$ cat config.mk
export PLATFORM = sky130hd
export DESIGN_NAME = dttl_front
export DESIGN_NICKNAME = d
export VERILOG_FILES = /design/src/disc_track_table_lba_mapper_macros.svh /design/src/dttl_pkg.sv /design/src/dttl_front.sv
export SDC_FILE = /design/constraint.sdc
export NUM_CORES = 2
export LEC_CHECK = 0
export BUFFER_PORTS_ARGS = -buffer_cell sky130_fd_sc_hd__buf_4
export CAP_MARGIN = 30
export CORE_MARGIN = 3
export CORE_UTILIZATION = 50
export CTS_CLUSTER_DIAMETER = 150
export DETAILED_ROUTE_END_ITERATION = 7
export GPL_TIMING_DRIVEN = 0
export PLACE_DENSITY_LB_ADDON = 0.15
export SLEW_MARGIN = 20
export SYNTH_ARGS = -nofsm -noshare
export SYNTH_HDL_FRONTEND = slang
export SYNTH_SLANG_ARGS = --single-unit
$ cat constraint.sdc
create_clock -name clk_i -period 17.4 [get_ports clk_i]
set_clock_uncertainty 0.15 [all_clocks]
set_input_delay 0.87 -clock clk_i [delete_from_list [all_inputs] [get_ports clk_i]]
set_output_delay 0.87 -clock clk_i [all_outputs]
set_load 0.005 [all_outputs]
$ cat src/disc_track_table_lba_mapper_macros.svh
// Assertion macros shared by the track table mapper RTL.
// Every macro expects clk_i and rst_ni to be visible where it is used.
`ifndef DISC_TRACK_TABLE_LBA_MAPPER_MACROS_SVH
`define DISC_TRACK_TABLE_LBA_MAPPER_MACROS_SVH

// The condition must never hold outside reset.
`define DTTL_ASSERT_NEVER(label, cond, msg) \
  label: assert property (@(posedge clk_i) disable iff (!rst_ni) !(cond)) \
    else $error(msg);

// The consequent must hold in the same cycle as the antecedent.
`define DTTL_ASSERT_IMP(label, ante, cons, msg) \
  label: assert property (@(posedge clk_i) disable iff (!rst_ni) (ante) |-> (cons)) \
    else $error(msg);

// The consequent must hold in the cycle after the antecedent.
`define DTTL_ASSERT_NXT(label, ante, cons, msg) \
  label: assert property (@(posedge clk_i) disable iff (!rst_ni) (ante) |=> (cons)) \
    else $error(msg);

`endif

$ cat src/dttl_pkg.sv
// Types, constants and helpers of the track table mapper.
// Used by every module of the block; depends on nothing.
package dttl_pkg;

  localparam int MAX_ENTRIES_DEF = 128;
  localparam int QUEUE_DEPTH     = 2;

  localparam int FRAME_W  = 24;
  localparam int LBYTE_W  = 40;
  localparam int BASE_W   = 40;
  localparam int STRIDE_W = 12;
  localparam int POS_W    = 41;
  localparam int OFFS_W   = 12;
  localparam int SLOT_W   = 7;
  localparam int PROD_W   = FRAME_W + STRIDE_W;

  localparam logic [FRAME_W-1:0] FRAME_MAX   = 24'hFFFFFF;
  localparam logic [7:0]         POINT_MIN   = 8'h01;
  localparam logic [7:0]         POINT_LIMIT = 8'hA0;

  // A frame holds 2352 = 16 * 147 bytes; the division by 147 uses a reciprocal.
  localparam int FRAME_SHIFT = 4;
  localparam int SCALED_W    = LBYTE_W - FRAME_SHIFT;
  localparam int RECIP_W     = 32;
  localparam int PROD_RW     = 2 * RECIP_W;
  localparam int RECIP_SHIFT = 39;
  localparam logic [7:0]          FRAME_ODD   = 8'd147;
  localparam logic [RECIP_W-1:0]  FRAME_RECIP = 32'd3739835469;
  localparam logic [SCALED_W-1:0] SCALED_OVF  = 36'd2466250752;

  localparam int CFG_IDX_W  = 2;
  localparam int CFG_DATA_W = 24;
  localparam logic [CFG_IDX_W-1:0] CFG_ENTRY_COUNT = 2'd0;
  localparam logic [CFG_IDX_W-1:0] CFG_FALLBACK    = 2'd1;

  localparam logic OP_LOAD  = 1'b0;
  localparam logic OP_XLATE = 1'b1;

  localparam logic [2:0] MODE_CODE_AUDIO = 3'h1;
  localparam logic [2:0] MODE_CODE_M1A   = 3'h2;
  localparam logic [2:0] MODE_CODE_M1B   = 3'h6;

  localparam logic [1:0] KIND_AUDIO = 2'd0;
  localparam logic [1:0] KIND_MODE1 = 2'd1;
  localparam logic [1:0] KIND_MODE2 = 2'd2;

  typedef enum logic [1:0] {
    ST_LOADED = 2'd0,
    ST_FOUND  = 2'd1,
    ST_GAP    = 2'd2,
    ST_PAST   = 2'd3
  } status_e;

  typedef enum logic [1:0] {
    F_IDLE,
    F_MUL,
    F_REM,
    F_PUSH
  } front_state_e;

  typedef enum logic [2:0] {
    B_IDLE,
    B_SCAN,
    B_MUL,
    B_ADD,
    B_MISS
  } back_state_e;

  typedef struct packed {
    logic                op;
    logic [SLOT_W-1:0]   entry_index;
    logic [7:0]          track_point;
    logic [7:0]          track_mode;
    logic [FRAME_W-1:0]  first_frame;
    logic [FRAME_W-1:0]  frame_count;
    logic [BASE_W-1:0]   image_base;
    logic [STRIDE_W-1:0] stride;
    logic [LBYTE_W-1:0]  logical_byte;
  } item_t;

  typedef struct packed {
    logic [1:0]         status;
    logic [POS_W-1:0]   image_position;
    logic [SLOT_W-1:0]  hit_slot;
    logic [1:0]         track_kind;
    logic [FRAME_W-1:0] frame_number;
  } result_t;

  typedef struct packed {
    logic                is_load;
    logic [SLOT_W-1:0]   entry_index;
    logic                ok;
    logic [1:0]          kind;
    logic [FRAME_W-1:0]  start;
    logic [FRAME_W:0]    stop;
    logic [BASE_W-1:0]   base;
    logic [STRIDE_W-1:0] stride;
    logic                ovf;
    logic [FRAME_W-1:0]  frame;
    logic [OFFS_W-1:0]   in_frame;
  } cmd_t;

  typedef struct packed {
    logic [FRAME_W-1:0]  start;
    logic [FRAME_W:0]    stop;
    logic [BASE_W-1:0]   base;
    logic [STRIDE_W-1:0] stride;
    logic [1:0]          kind;
  } entry_t;

  localparam int ENTRY_W = $bits(entry_t);

  typedef struct packed {
    logic [7:0]         entry_count;
    logic [FRAME_W-1:0] fallback_frames;
  } cfg_t;

  function automatic logic [1:0] kind_of(logic [7:0] mode);
    logic [1:0] kind;
    case (mode[2:0])
      MODE_CODE_AUDIO: kind = KIND_AUDIO;
      MODE_CODE_M1A, MODE_CODE_M1B: kind = KIND_MODE1;
      default: kind = KIND_MODE2;
    endcase
    return kind;
  endfunction

endpackage

$ cat src/dttl_front.sv
// Front end: accepts words, builds table load commands and splits byte offsets
// into frame number and in-frame offset by reciprocal multiplication. Uses dttl_pkg.
module dttl_front (
  input  logic            clk_i,
  input  logic            rst_ni,
  input  logic            start_i,
  input  dttl_pkg::item_t item_i,
  output logic            busy_o,
  output logic            push_o,
  output dttl_pkg::cmd_t  cmd_o,
  input  logic            full_i
);
  import dttl_pkg::*;

  front_state_e          state_q, state_d;
  logic [LBYTE_W-1:0]    lb_q, lb_d;
  logic [PROD_RW-1:0]    prod_q, prod_d;
  logic                  ovf_q, ovf_d;
  logic [FRAME_W-1:0]    frame_q, frame_d;
  logic [OFFS_W-1:0]     rem_q, rem_d;
  logic                  accept;
  logic [SCALED_W-1:0]   scaled;
  logic [FRAME_W-1:0]    quot;
  logic [7:0]            odd_rem;

  assign busy_o  = (state_q != F_IDLE) || full_i;
  assign accept  = start_i && !busy_o;
  assign scaled  = lb_q[LBYTE_W-1:FRAME_SHIFT];
  assign quot    = prod_q[RECIP_SHIFT +: FRAME_W];
  assign odd_rem = scaled[7:0] - 8'(quot[7:0] * FRAME_ODD);

  always_comb begin
    state_d = state_q;
    lb_d    = lb_q;
    prod_d  = prod_q;
    ovf_d   = ovf_q;
    frame_d = frame_q;
    rem_d   = rem_q;
    push_o  = 1'b0;
    cmd_o   = '0;
    case (state_q)
      F_IDLE: begin
        if (accept) begin
          if (item_i.op == OP_LOAD) begin
            push_o            = 1'b1;
            cmd_o.is_load     = 1'b1;
            cmd_o.entry_index = item_i.entry_index;
            cmd_o.ok          = (item_i.track_point >= POINT_MIN) &&
                                (item_i.track_point < POINT_LIMIT);
            cmd_o.kind        = kind_of(item_i.track_mode);
            cmd_o.start       = item_i.first_frame;
            cmd_o.stop        = {1'b0, item_i.first_frame} + {1'b0, item_i.frame_count};
            cmd_o.base        = item_i.image_base;
            cmd_o.stride      = item_i.stride;
          end else begin
            lb_d    = item_i.logical_byte;
            state_d = F_MUL;
          end
        end
      end
      F_MUL: begin
        prod_d  = PROD_RW'(scaled[RECIP_W-1:0]) * PROD_RW'(FRAME_RECIP);
        ovf_d   = scaled >= SCALED_OVF;
        state_d = F_REM;
      end
      F_REM: begin
        frame_d = quot;
        rem_d   = {odd_rem, lb_q[FRAME_SHIFT-1:0]};
        state_d = F_PUSH;
      end
      F_PUSH: begin
        cmd_o.ovf      = ovf_q;
        cmd_o.frame    = ovf_q ? FRAME_MAX : frame_q;
        cmd_o.in_frame = rem_q;
        if (!full_i) begin
          push_o  = 1'b1;
          state_d = F_IDLE;
        end
      end
      default: begin
        state_d = F_IDLE;
      end
    endcase
  end

  always_ff @(posedge clk_i or negedge rst_ni) begin
    if (!rst_ni) begin
      state_q <= F_IDLE;
    end else begin
      state_q <= state_d;
    end
  end

  always_ff @(posedge clk_i) begin
    lb_q    <= lb_d;
    prod_q  <= prod_d;
    ovf_q   <= ovf_d;
    frame_q <= frame_d;
    rem_q   <= rem_d;
  end

endmodule

* Word-level counts from Yosys, hierarchy flattened
Cells that the tools add are included.
** Operators by class
- Add/sub/neg operators :: 2
- Multiply operators :: 2
- Divide/modulo/power cells :: 0
- Magnitude comparators :: 3
- Eq/ne operators :: 9
- Shift operators :: 0
- Muxes and demuxes :: 14
- Bitwise logic cells :: 0
- Reductions and logical operators :: 9
** Operator list (number)
- 2-to-1 mux 112 bit :: 3
- multiplier 32 x 32 -> 63 bit (second input constant) :: 1
- 2-to-1 mux 37 bit :: 1
- >= comparator 36 x 32 -> 1 bit (second input constant) :: 1
- adder 24 x 24 -> 25 bit :: 1
- 2-to-1 mux 24 bit :: 1
- >= comparator 8 x 1 -> 1 bit (second input constant) :: 1
- < comparator 8 bit (second input constant) :: 1
- multiplier 8 x 8 -> 8 bit (second input constant) :: 1
- one-hot mux 2 bit (4 select lines) :: 1
- subtractor 8 bit :: 1
- 2-to-1 mux 2 bit :: 3
- inequality test 2 bit (second input constant) :: 3
- AND reduction 3 bit :: 2
- equality test 2 bit (second input constant) :: 2
- one-hot mux 2 bit (2 select lines) :: 1
- equality test 3 x 1 -> 1 bit (second input constant) :: 1
- equality test 3 x 2 -> 1 bit (second input constant) :: 1
- equality test 3 bit (second input constant) :: 1
- 2-to-1 mux 1 bit :: 3
- equality test 2 x 1 -> 1 bit (second input constant) :: 1
- logical AND 1 bit :: 2
- logical NOT 2 bit :: 1
- one-hot mux 1 bit (2 select lines) :: 1
- other kinds (4) :: 4
** Storage, ports and cells
- Bits in registers :: 142
- Latch bits :: 0
- Bits in writable memories :: 0
- ROM bits :: 0
- Bits of input ports :: 168
- Output and inout port bits :: 151
- Logic and storage cells :: 45
- Memories :: 0

* Depth between registers and ports, before layout
- Word-level depth :: 6
- Mapped depth :: 26
- Depth with buffers taken out :: 26

* Least setup slack after synthesis
OpenSTA, ideal clock, no wires.
- Path kind :: reg-to-reg
- Start :: reg lb_q[16]
- End :: reg prod_q[61] (data pin)
- Setup time :: 0.258 ns
- Arrival time :: 6.634 ns
- Required time :: 16.992 ns
- Setup slack :: 10.359 ns
- Stages on the path, launching flop included :: 25
- Buffers on the path :: 0
- Clock period less this slack :: 7.041 ns
- Cells stage by stage :: edfxtp_1 inv_1 ha_1 fa_1 inv_1 fa_1 inv_1 fa_1 inv_1 fa_1 fa_1 inv_1 fa_1 inv_1 fa_1 inv_1 ha_1 and4_1 nand4_2 or4_4 o22ai_2 a221oi_2 o41ai_4 nor2_2 xnor2_1
** Between the ends
- Cells in the longest elaborated chain, start to end :: 1
** RTL lines
- start, declared :: RTL line dttl_front.sv:16 : logic [LBYTE_W-1:0] lb_q, lb_d;
- start signal, assigned :: RTL line dttl_front.sv:95 : lb_q <= lb_d;
- multiplier 32 x 32 -> 63 bit :: RTL line dttl_front.sv:62 : prod_d = PROD_RW'(scaled[RECIP_W-1:0]) * PROD_RW'(FRAME_RECIP);
- end signal, assigned :: RTL line dttl_front.sv:96 : prod_q <= prod_d;
- end, declared :: RTL line dttl_front.sv:17 : logic [PROD_RW-1:0] prod_q, prod_d;
No other way between the ends.
A chain may end at the register's enable or synchronous reset.

* Worst setup path in the final report
- Start :: reg lb_q[11]
- End :: reg prod_q[57] (data pin)
Same word-level chain as after synthesis.

==> results.md <==
- Detailed-router iteration count before antenna repair: 5
- Distinct cells, synth: 66
- Syn Area/Cell: 10.4 um^2
- Worst EP arrival: 8660 ps
- DR WL/cell: 20.8 um
- First-pass GRT wire length: 109,000 um
- Clock Latency Late Sink: 410 ps
- Initial Utilization: 50.8%
- Unrepaired setup endpoints after global routing: false
- Critical setup path kind: flip-flop to flip-flop
- Vias in the first global route: 18,861
- CTS tree: built
- Die area: 52,600 um^2
- Area Overhead vs Synth: 14.3%
- Cell mode on critical path: fa_1
- Pin count of the biggest net entering global routing: 41
- Most common cell after layout, fill and taps aside: inv_1
- Clock-pin slew on the worst setup and hold paths: 90 ps
- Num CTS Buffers: 9
- Slew headroom: 32.4%
- Core area: 49,200 um^2
- Port Buffers: 313
- WP data required: 17,400 ps
- Post-CTS Setup Repair Bufs: 0
- Syn Nets: 3,481
- Slowest-stage cell, CP: edfxtp_1
- Hold Fails Final Rpt: 0
- Post-route ant nets: 0
- Crit path max fanout: 10
- # IOs: 319
- Gr usage total: 27.6%
- Worst min path class: input port to asynchronous set/reset pin
- Final wirelength: 70,800 um
- Critical path capture point type: flip-flop
- Hpwl dp: 62,900 um
- Via-to-Cell Ratio: 5.18
- Crit-path cells: inv_1, fa_1, inv_1, fa_1, fa_1, fa_1, fa_1, fa_1, fa_1, inv_1, fa_1, inv_1, ha_1, nand2_1, nor3_2, nand3_1, or4b_1, a31oi_1, o41a_2, o21ai_1, xnor2_1
- Worst-margin pin slew: 1010 ps
- Post-synthesis cell count: 2,404
- Setup TNS: 0 ps
- Layout cells sized above 1: 13.1%
- Diode count: 0
- Initial antenna violation count: 0
- Height of the chip: 229 um
- Post-synth EDFFs: 101
- Ys async rst share: 1.94%
- Fin crit share: 49.8%
- CTS Sinks: 103
- PostCTS Resize Cnt: 0
- Synth Register Bits: 103
- DR iter-0 viols: 886
- RePlAce Congestion: 1.04
- Die X: 229 um
- # Max-Cap Violations: 0
- DRC violations left: 0
- H-tree levels: 3
- Mapped Area: 25,000 um^2
- Status: complete, no violations
- Sequential area share after synthesis: 12.4%
- # rows: 81
- Max frequency: 0.115 GHz
- Total gr overflow: 0
- NumNets Final: 3,809
- Commonest non-fill, non-tap cells in the layout: inv_1 (719), fa_1 (486), ha_1 (422), buf_4 (313), and2_1 (105)
- Max-slew violation count: 0
- Maximum clock path buffer count: 2
- Final Critical Period: 8660 ps
- Setup crit start kind: flip-flop
- Final setup vio count: 0
- Root buffer cell: clkbuf_16
- Routed vias: 17,611
- Cts hold-fix bufs: 0
- Ys Warns: 0
- Main synth FF type: edfxtp_1
- Worst path max stage delay: 900 ps
-- stage by stage --
step / cells / setup slack, ps / util (%) / hold slack (ps) / cell area, um^2
after detailed placement: 3385 / 8850 / 57.4 / 255 / 28200
final: 3401 / 8740 / 58.0 / 91.7 / 28500
after global routing: 3401 / 8490 / 58.0 / 79.5 / 28500
after global placement: 3381 / 8870 / 57.2 / 252 / 28100
after CTS: 3401 / 8770 / 58.0 / 68.6 / 28500
after floorplan: 2404 / 10360 / - / 250 / 25000
-- worst paths after layout --
| path | endpoint | slack (ps) | cells after the start | from |
|---|---|---|---|---|
| worst max-delay path | prod_q[57] | 8740 | 21 | lb_q[11] |
| worst min-delay path | state_q[1] | 90 | 1 | rst_ni |
| worst max register to register | prod_q[57] | 8740 | 21 | lb_q[11] |
| worst min register to register | rem_q[1] | 270 | 0 | lb_q[1] |
| max in group asynchronous | state_q[0] | 16920 | 1 | rst_ni |
| min in group clk_i | rem_q[1] | 270 | 0 | lb_q[1] |
-- synth_stat cells (all sizes together), types with 36 or more instances --
cell	n	area [um^2]
inv	720	2700
nor2	58	220
ha	423	5290
and2	106	666
xnor2	41	359
o21ai	45	229
o21a	36	270
nand2	49	184
a21o	39	293
edfxtp	101	3030
fa	486	9730
a21oi	68	344
-- critical path, delay by kind of cell, from the launching register on --
family | cells | cell delay [ps]
AND/OR/NAND/NOR | 4 | 1230
flip-flops | 1 | 900
AO/OA/AOI/OAI | 3 | 920
buffers and inverters | 4 | 490
XOR/XNOR | 1 | 150
adder cells (fa/ha/maj) | 9 | 4540
-- cell families (layout without fill, tap and decap cells) --
family / after synthesis / after routing / synth area share (%)
flip-flops: 103 / 103 / 12.4
XOR/XNOR: 58 / 58 / 2.04
AO/OA/AOI/OAI: 263 / 263 / 7.15
AND/OR/NAND/NOR: 323 / 323 / 7.01
buffers and inverters: 748 / 1081 / 11.3
adder cells (fa/ha/maj): 909 / 909 / 60.2
-- registers in the layout, indices dropped and copies added (netlist names) --
signal	count
frame_q	24
prod_q	24
lb_q	40
state_q	2
ovf_q	1
rem_q	12
-- metal layers --
metal  share of wire, %  vias to the layer above  global-route usage [%]
met5                  0                        -                       0
met4                3.8                        0                    10.3
met3                4.1                       96                    2.76
met2                 52                      473                    49.2
met1                 40                     8903                    34.9
li1                   -                     8139                       -
-- final cells by class --
class / instances / area, um^2
clock buffers: 9 / 225
inverters: 721 / 2710
repair buffers: 317 / 2410
multi-input cells: 1553 / 19100
well taps: 664 / 831
plain buffers: 27 / 101
fillers: 4333 / 20600
clock inverters: 7 / 88.8
flip-flops and latches: 103 / 3080
Power is left out: the tool's default activity adds up to more than one toggle a clock period on the data nets, which glitch-free logic cannot reach.
