==> config.mk <==
export PLATFORM = sky130hd
export DESIGN_NAME = dttl_fifo
export DESIGN_NICKNAME = d
export VERILOG_FILES = /design/src/disc_track_table_lba_mapper_macros.svh /design/src/dttl_pkg.sv /design/src/dttl_fifo.sv
export SDC_FILE = /design/constraint.sdc
export NUM_CORES = 1
export LEC_CHECK = 0
export ABC_AREA = 0
export ABC_CLOCK_PERIOD_IN_PS = 13000
export BUFFER_PORTS_ARGS = -buffer_cell sky130_fd_sc_hd__buf_2
export CORE_MARGIN = 1
export CORE_UTILIZATION = 56
export DETAILED_ROUTE_END_ITERATION = 8
export PLACE_DENSITY = 0.84
export SETUP_SLACK_MARGIN = 0.3
export SYNTH_ARGS = -nofsm -noshare
export SYNTH_HDL_FRONTEND = slang
export SYNTH_SLANG_ARGS = --single-unit
==> constraint.sdc <==
create_clock -name clk_i -period 13 [get_ports clk_i]
set_input_delay 3.9 -clock clk_i [delete_from_list [all_inputs] [get_ports clk_i]]
set_output_delay 3.9 -clock clk_i [all_outputs]
set_load 0.005 [all_outputs]
==> src/disc_track_table_lba_mapper_macros.svh <==
// Assertion macros shared by the track table mapper RTL.
// Every macro expects clk_i and rst_ni to be visible where it is used.
`ifndef DISC_TRACK_TABLE_LBA_MAPPER_MACROS_SVH
`define DISC_TRACK_TABLE_LBA_MAPPER_MACROS_SVH

// The condition must never hold outside reset.
`define DTTL_ASSERT_NEVER(label, cond, msg) \
  label: assert property (@(posedge clk_i) disable iff (!rst_ni) !(cond)) \
    else $error(msg);

// The consequent must hold in the same cycle as the antecedent.
`define DTTL_ASSERT_IMP(label, ante, cons, msg) \
  label: assert property (@(posedge clk_i) disable iff (!rst_ni) (ante) |-> (cons)) \
    else $error(msg);

// The consequent must hold in the cycle after the antecedent.
`define DTTL_ASSERT_NXT(label, ante, cons, msg) \
  label: assert property (@(posedge clk_i) disable iff (!rst_ni) (ante) |=> (cons)) \
    else $error(msg);

`endif

==> src/dttl_pkg.sv <==
// Types, constants and helpers of the track table mapper.
// Used by every module of the block; depends on nothing.
package dttl_pkg;

  localparam int MAX_ENTRIES_DEF = 128;
  localparam int QUEUE_DEPTH     = 2;

  localparam int FRAME_W  = 24;
  localparam int LBYTE_W  = 40;
  localparam int BASE_W   = 40;
  localparam int STRIDE_W = 12;
  localparam int POS_W    = 41;
  localparam int OFFS_W   = 12;
  localparam int SLOT_W   = 7;
  localparam int PROD_W   = FRAME_W + STRIDE_W;

  localparam logic [FRAME_W-1:0] FRAME_MAX   = 24'hFFFFFF;
  localparam logic [7:0]         POINT_MIN   = 8'h01;
  localparam logic [7:0]         POINT_LIMIT = 8'hA0;

  // A frame holds 2352 = 16 * 147 bytes; the division by 147 uses a reciprocal.
  localparam int FRAME_SHIFT = 4;
  localparam int SCALED_W    = LBYTE_W - FRAME_SHIFT;
  localparam int RECIP_W     = 32;
  localparam int PROD_RW     = 2 * RECIP_W;
  localparam int RECIP_SHIFT = 39;
  localparam logic [7:0]          FRAME_ODD   = 8'd147;
  localparam logic [RECIP_W-1:0]  FRAME_RECIP = 32'd3739835469;
  localparam logic [SCALED_W-1:0] SCALED_OVF  = 36'd2466250752;

  localparam int CFG_IDX_W  = 2;
  localparam int CFG_DATA_W = 24;
  localparam logic [CFG_IDX_W-1:0] CFG_ENTRY_COUNT = 2'd0;
  localparam logic [CFG_IDX_W-1:0] CFG_FALLBACK    = 2'd1;

  localparam logic OP_LOAD  = 1'b0;
  localparam logic OP_XLATE = 1'b1;

  localparam logic [2:0] MODE_CODE_AUDIO = 3'h1;
  localparam logic [2:0] MODE_CODE_M1A   = 3'h2;
  localparam logic [2:0] MODE_CODE_M1B   = 3'h6;

  localparam logic [1:0] KIND_AUDIO = 2'd0;
  localparam logic [1:0] KIND_MODE1 = 2'd1;
  localparam logic [1:0] KIND_MODE2 = 2'd2;

  typedef enum logic [1:0] {
    ST_LOADED = 2'd0,
    ST_FOUND  = 2'd1,
    ST_GAP    = 2'd2,
    ST_PAST   = 2'd3
  } status_e;

  typedef enum logic [1:0] {
    F_IDLE,
    F_MUL,
    F_REM,
    F_PUSH
  } front_state_e;

  typedef enum logic [2:0] {
    B_IDLE,
    B_SCAN,
    B_MUL,
    B_ADD,
    B_MISS
  } back_state_e;

  typedef struct packed {
    logic                op;
    logic [SLOT_W-1:0]   entry_index;
    logic [7:0]          track_point;
    logic [7:0]          track_mode;
    logic [FRAME_W-1:0]  first_frame;
    logic [FRAME_W-1:0]  frame_count;
    logic [BASE_W-1:0]   image_base;
    logic [STRIDE_W-1:0] stride;
    logic [LBYTE_W-1:0]  logical_byte;
  } item_t;

  typedef struct packed {
    logic [1:0]         status;
    logic [POS_W-1:0]   image_position;
    logic [SLOT_W-1:0]  hit_slot;
    logic [1:0]         track_kind;
    logic [FRAME_W-1:0] frame_number;
  } result_t;

  typedef struct packed {
    logic                is_load;
    logic [SLOT_W-1:0]   entry_index;
    logic                ok;
    logic [1:0]          kind;
    logic [FRAME_W-1:0]  start;
    logic [FRAME_W:0]    stop;
    logic [BASE_W-1:0]   base;
    logic [STRIDE_W-1:0] stride;
    logic                ovf;
    logic [FRAME_W-1:0]  frame;
    logic [OFFS_W-1:0]   in_frame;
  } cmd_t;

  typedef struct packed {
    logic [FRAME_W-1:0]  start;
    logic [FRAME_W:0]    stop;
    logic [BASE_W-1:0]   base;
    logic [STRIDE_W-1:0] stride;
    logic [1:0]          kind;
  } entry_t;

  localparam int ENTRY_W = $bits(entry_t);

  typedef struct packed {
    logic [7:0]         entry_count;
    logic [FRAME_W-1:0] fallback_frames;
  } cfg_t;

  function automatic logic [1:0] kind_of(logic [7:0] mode);
    logic [1:0] kind;
    case (mode[2:0])
      MODE_CODE_AUDIO: kind = KIND_AUDIO;
      MODE_CODE_M1A, MODE_CODE_M1B: kind = KIND_MODE1;
      default: kind = KIND_MODE2;
    endcase
    return kind;
  endfunction

endpackage

==> src/dttl_fifo.sv <==
// Short command queue between the front end and the table engine.
// Uses the command type of dttl_pkg.
module dttl_fifo (
  input  logic           clk_i,
  input  logic           rst_ni,
  input  logic           push_i,
  input  dttl_pkg::cmd_t data_i,
  input  logic           pop_i,
  output dttl_pkg::cmd_t data_o,
  output logic           full_o,
  output logic           empty_o
);
  import dttl_pkg::*;

  localparam int PTR_W = (QUEUE_DEPTH > 1) ? $clog2(QUEUE_DEPTH) : 1;
  localparam int CNT_W = $clog2(QUEUE_DEPTH + 1);
  localparam logic [PTR_W-1:0] PTR_LAST = PTR_W'(QUEUE_DEPTH - 1);

  cmd_t             mem_q [QUEUE_DEPTH];
  logic [PTR_W-1:0] wr_q, rd_q;
  logic [CNT_W-1:0] cnt_q;

  assign full_o  = cnt_q == CNT_W'(QUEUE_DEPTH);
  assign empty_o = cnt_q == '0;
  assign data_o  = mem_q[rd_q];

  always_ff @(posedge clk_i or negedge rst_ni) begin
    if (!rst_ni) begin
      wr_q  <= '0;
      rd_q  <= '0;
      cnt_q <= '0;
    end else begin
      if (push_i) begin
        wr_q <= (wr_q == PTR_LAST) ? '0 : wr_q + PTR_W'(1);
      end
      if (pop_i) begin
        rd_q <= (rd_q == PTR_LAST) ? '0 : rd_q + PTR_W'(1);
      end
      if (push_i && !pop_i) begin
        cnt_q <= cnt_q + CNT_W'(1);
      end else if (pop_i && !push_i) begin
        cnt_q <= cnt_q - CNT_W'(1);
      end
    end
  end

  always_ff @(posedge clk_i) begin
    if (push_i) begin
      mem_q[wr_q] <= data_i;
    end
  end

endmodule

Word level (Yosys, flattened, before mapping)
Memories as Yosys holds them, arrays and structs flattened.
Cells that the tools add are included.

storage, ports and cells
  register bits after elaboration = 4
  latch bits = 0
  memory bits (writable) = 298
  memory bits (read-only) = 0
  input port bits = 153
  output and inout port bits = 151
  word-level logic and storage cells = 21
  memories = 1

cells by class
  $add $sub $neg = 4
  multipliers = 0
  divide/modulo/power cells = 0
  magnitude comparators = 0
  equal/unequal tests = 1
  shift operators = 0
  muxes and demuxes = 6
  bitwise gates (word level) = 0
  reduce and logical (&&, ||, !) cells = 6

memories
  name   words  bits a word  rd ports  clocked after memory_dff  write ports  line             source
  mem_q  2      149          1         0                         1            dttl_fifo.sv:19  cmd_t mem_q [QUEUE_DEPTH];

operators with widths
  operator                                          count
  two-way mux 1 bit                                 4
  two-way mux 2 bit                                 2
  adder 1 bit, second input constant                2
  adder 2 x 1 -> 2 bit, second input constant       1
  equality test 2 bit, second input constant        1
  logical AND 1 bit                                 2
  zero test 1 bit                                   2
  zero test 2 bit                                   1
  nonzero test 2 bit                                1
  subtractor 2 x 1 -> 2 bit, second input constant  1

Depth between registers and ports, before layout
  depth in word-level cells = 4
  depth in mapped cells = 5
  gate-level depth less buffers = 5

Worst setup path after synthesis
Ideal clock, no wire load.

  path type = input to register
  from = input push_i
  to = memory mem_q[0][0] (netlist bit), enable pin
  setup time = 677 ps
  arrival time = 10345 ps
  data required time = 12323 ps
  path slack = 1978 ps
  stages = 1
  buffers on the path = 0
  cell sequence = nor2b_1

on the way
  cells in the longest elaborated chain, start to end = 2

ends and longest elaborated chain
  element                                  line             source
  from (decl)                              dttl_fifo.sv:6   input logic push_i,
  two-way mux 1 bit                        dttl_fifo.sv:48  if (push_i) begin
  two-way mux 1 bit (not written as such)  dttl_fifo.sv:49  mem_q[wr_q] <= data_i;
  to (decl)                                dttl_fifo.sv:19

Every way passes these cells.

==> impl_metrics.xml <==
<?xml version="1.0" encoding="UTF-8"?>
<metrics>
  <group name="setup_path">
    <metric name="path_class" unit="">reg -&gt; out</metric>
    <metric name="cp.required" unit="ns">9.10</metric>
    <metric name="worst_setup_path_end_kind" unit="">primary output</metric>
    <metric name="cp.arrival" unit="ns">2.74</metric>
    <metric name="startpoint_type" unit="">flop</metric>
    <metric name="critical_path_maximum_fanout" unit="">61</metric>
  </group>
  <group name="sta">
    <metric name="highest_attainable_clock_frequency" unit="MHz">151</metric>
    <metric name="timing_worst_slew_pin_value" unit="ns">1.21</metric>
    <metric name="relSlewSlack" unit="%">19.0</metric>
    <metric name="fin_crit_sh" unit="%">51.1</metric>
    <metric name="final_hold_viol_count" unit="">0</metric>
    <metric name="setup_total_negative_slack" unit="ns">0</metric>
    <metric name="finalSetupViolCount" unit="">0</metric>
    <metric name="grt_setup_unrepaired" unit="">false</metric>
    <metric name="finalWorstSetupSlack" unit="ns">6.36</metric>
    <metric name="final.setup_skew" unit="ns">0.00605</metric>
    <metric name="final_period_minus_worst_setup_slack" unit="ns">6.64</metric>
    <metric name="slew_viol_final" unit="">0</metric>
  </group>
  <group name="route">
    <metric name="detailed_routing_iterations_pass_1" unit="">6</metric>
    <metric name="via_count" unit="">5573</metric>
    <metric name="detail_route.wl_per_cell" unit="um">19.4</metric>
    <metric name="via_per_inst" unit="">5.09</metric>
    <metric name="routed_wl" unit="mm">21.3</metric>
    <metric name="route.antenna.remaining_nets" unit="">0</metric>
    <metric name="first_iter_violations" unit="">271</metric>
    <metric name="route.detailed.drc" unit="">0</metric>
  </group>
  <group name="clock_tree">
    <metric name="cts_root_buffer" unit="">sky130_fd_sc_hd__clkbuf_16</metric>
    <metric name="clkTransAtPathRegs" unit="ns">0.06</metric>
    <metric name="post_cts.resized_instances" unit="">0</metric>
    <metric name="numCtsBuffers" unit="">30</metric>
    <metric name="clock_tree_from_tritoncts" unit="">built</metric>
    <metric name="numClockSinks" unit="">302</metric>
    <metric name="clk_path_buf_depth" unit="">3</metric>
    <metric name="ctsHtreeMaxLevel" unit="">1</metric>
    <metric name="cts_setup_buffers" unit="">0</metric>
    <metric name="hold_buffers" unit="">0</metric>
    <metric name="clk_latency" unit="ns">0.52</metric>
  </group>
  <group name="yosys">
    <metric name="synthDominantAreaCellType" unit="">sky130_fd_sc_hd__edfxtp_1</metric>
    <metric name="yosys.cell_types.count" unit="">14</metric>
    <metric name="cells_after_synth" unit="">480</metric>
    <metric name="syn_avg_cell_area" unit="um^2">23.7</metric>
    <metric name="synth-warning-count" unit="">0</metric>
    <metric name="synth_seq_cells" unit="">302</metric>
    <metric name="mappedNetlistArea" unit="um^2">11400</metric>
    <metric name="postSynthNetCount" unit="">634</metric>
    <metric name="post-synth-top-area-fraction" unit="%">78.8</metric>
    <metric name="yosys-top-cells-area" unit="">sky130_fd_sc_hd__edfxtp_1 79%, sky130_fd_sc_hd__mux2_4 13%, sky130_fd_sc_hd__mux2_2 4.9%</metric>
    <metric name="synth_seq_area_share" unit="%">79.7</metric>
  </group>
  <group name="grt">
    <metric name="routing_usage_on_met1" unit="%">22.5</metric>
    <metric name="grt.total_usage" unit="%">19.4</metric>
    <metric name="globalRouteOverflowTotal" unit="">0</metric>
    <metric name="largest_net_degree_at_the_start_of_global_routing" unit="">89</metric>
    <metric name="use_met2" unit="%">34.3</metric>
    <metric name="grt_most_used_layer" unit="">met2</metric>
    <metric name="grt_pass1_vias" unit="">5852</metric>
    <metric name="initial_antenna_violation_count" unit="">2</metric>
    <metric name="grt_first_pass_wirelength" unit="mm">30.3</metric>
    <metric name="use_met3" unit="%">6.36</metric>
  </group>
  <group name="cells_and_area">
    <metric name="final_layout_size_suffix_gt1_share" unit="%">60.6</metric>
    <metric name="design_area_final" unit="um^2">14000</metric>
    <metric name="design.final.nets" unit="">957</metric>
    <metric name="fillerInstances" unit="">1209</metric>
    <metric name="multi_input_comb_area" unit="um^2">2150</metric>
    <metric name="layout.cells.most_common_list" unit="">303 x sky130_fd_sc_hd__buf_2, 298 x sky130_fd_sc_hd__edfxtp_1, 100 x sky130_fd_sc_hd__mux2_4, 49 x sky130_fd_sc_hd__mux2_2, 31 x sky130_fd_sc_hd__clkbuf_16</metric>
    <metric name="area.growth.synth_to_final" unit="%">23.4</metric>
    <metric name="seq_area" unit="um^2">9050</metric>
    <metric name="layout.cells.most_common" unit="">sky130_fd_sc_hd__buf_2</metric>
  </group>
  <group name="power_and_ir_drop">
    <metric name="total_leakage_power" unit="uW">0.00558</metric>
    <metric name="power_density" unit="nW/um^2">214</metric>
    <metric name="power.ir.vdd_worst" unit="uV">173</metric>
  </group>
  <group name="floorplan">
    <metric name="die-width" unit="um">144</metric>
    <metric name="die_y" unit="um">144</metric>
    <metric name="io_pins" unit="">304</metric>
    <metric name="initial_standard_cell_utilization_of_the_core" unit="%">57.8</metric>
    <metric name="area_of_the_die" unit="um^2">20800</metric>
    <metric name="placeable_core_area" unit="um^2">19700</metric>
    <metric name="rows" unit="">51</metric>
  </group>
  <group name="worst_hold_path">
    <metric name="holdCritPathClass" unit="">reg -&gt; reg</metric>
  </group>
  <group name="placement">
    <metric name="preCtsSetupSlack" unit="ns">6.09</metric>
    <metric name="detailed_place.area" unit="um^2">13100</metric>
    <metric name="buffer_ports.inserted" unit="">303</metric>
    <metric name="dp_hpwl" unit="mm">14.4</metric>
    <metric name="globalplace.congestion" unit="">0.781</metric>
  </group>
  <group name="run">
    <metric name="drv.max_cap_violation_count" unit="">0</metric>
  </group>
  <group name="outcome">
    <metric name="status" unit="">finished clean</metric>
  </group>
</metrics>
==> registers in the layout, indices dropped and copies added (netlist names) <==
signal	count
mem_q	298
rd_q	1
cnt_q	2
wr_q	1
==> synth_stat cells <==
cell type and n:
sky130_fd_sc_hd__edfxtp_1 298, sky130_fd_sc_hd__mux2_4 100, sky130_fd_sc_hd__mux2_2 49, sky130_fd_sc_hd__buf_6 11, sky130_fd_sc_hd__buf_2 5, sky130_fd_sc_hd__dfrtp_1 4, sky130_fd_sc_hd__xor2_1 4, sky130_fd_sc_hd__nor2_1 2
sky130_fd_sc_hd__nor2b_1 2, sky130_fd_sc_hd__and2_1 1, sky130_fd_sc_hd__buf_8 1, sky130_fd_sc_hd__ha_1 1, sky130_fd_sc_hd__inv_1 1, sky130_fd_sc_hd__xnor2_1 1
==> worst max-delay path, stage by stage, from the launching register on <==
cell                      delay (ns)
sky130_fd_sc_hd__dfrtp_4        0.73
sky130_fd_sc_hd__buf_4          0.94
sky130_fd_sc_hd__mux2_4         0.36
sky130_fd_sc_hd__buf_2          0.14
==> report_power, final <==
| group | switching [uW] | internal, uW |
|---|---|---|
| Clock | 329 | 455 |
| Sequential | 69.7 | 1300 |
| Combinational | 388 | 454 |
| Total | 787 | 2200 |
==> path summary, 6_finish.rpt <==
kind                                      end  cells after the start     start  slack [ns]
worst max-delay path               data_o[74]                      3      rd_q        6.36
worst min-delay path                 cnt_q[1]                      1  cnt_q[1]        0.53
worst max register to register  mem_q[0][147]                      3      wr_q        9.70
worst min register to register       cnt_q[1]                      1  cnt_q[1]        0.53
max in group asynchronous                rd_q                      1    rst_ni        9.68
min in group asynchronous                wr_q                      1    rst_ni        3.17
==> stage by stage <==
step | utilization, % | cells | hold slack, ns | total power (uW)
final | 71.3 | 1094 | 0.529 | 2990
after global placement | 66.6 | 1036 | 0.474 | 2190
after floorplan | - | 480 | 0.455 | 1960
after CTS | 71.2 | 1092 | 0.520 | 3020
after global routing | 71.2 | 1092 | 0.529 | 3120
after detailed placement | 66.6 | 1036 | 0.509 | 2230
==> area by class of cell <==
type / instances / share of cell area (%)
Multi-Input combinational cell: 160 / 15.3
Clock inverter: 18 / 0.804
Antenna cell: 2 / 0.0357
Sequential cell: 302 / 64.6
Clock buffer: 38 / 5.73
Timing Repair Buffer: 308 / 11.1
Tap cell: 265 / 2.37
Inverter: 1 / 0.0268
==> logic make-up after synthesis <==
| group | count (synthesis) | share of synthesized area [%] |
|---|---|---|
| simple gates | 5 | 0.231 |
| flops | 302 | 79.7 |
| xor+xnor | 5 | 0.386 |
| buf+inv | 18 | 1.48 |
| fa+ha+maj | 1 | 0.110 |
| mux | 149 | 18.1 |
==> routing by layer <==
metal	vias to the layer above	share of wire (%)	wire length (um)
li1	2563	-	-
met1	2713	38	8040
met2	260	51	10800
met3	37	9.4	2000
met4	0	2.0	425
met5	-	0	0
Power figures use the tool's default switching activity.
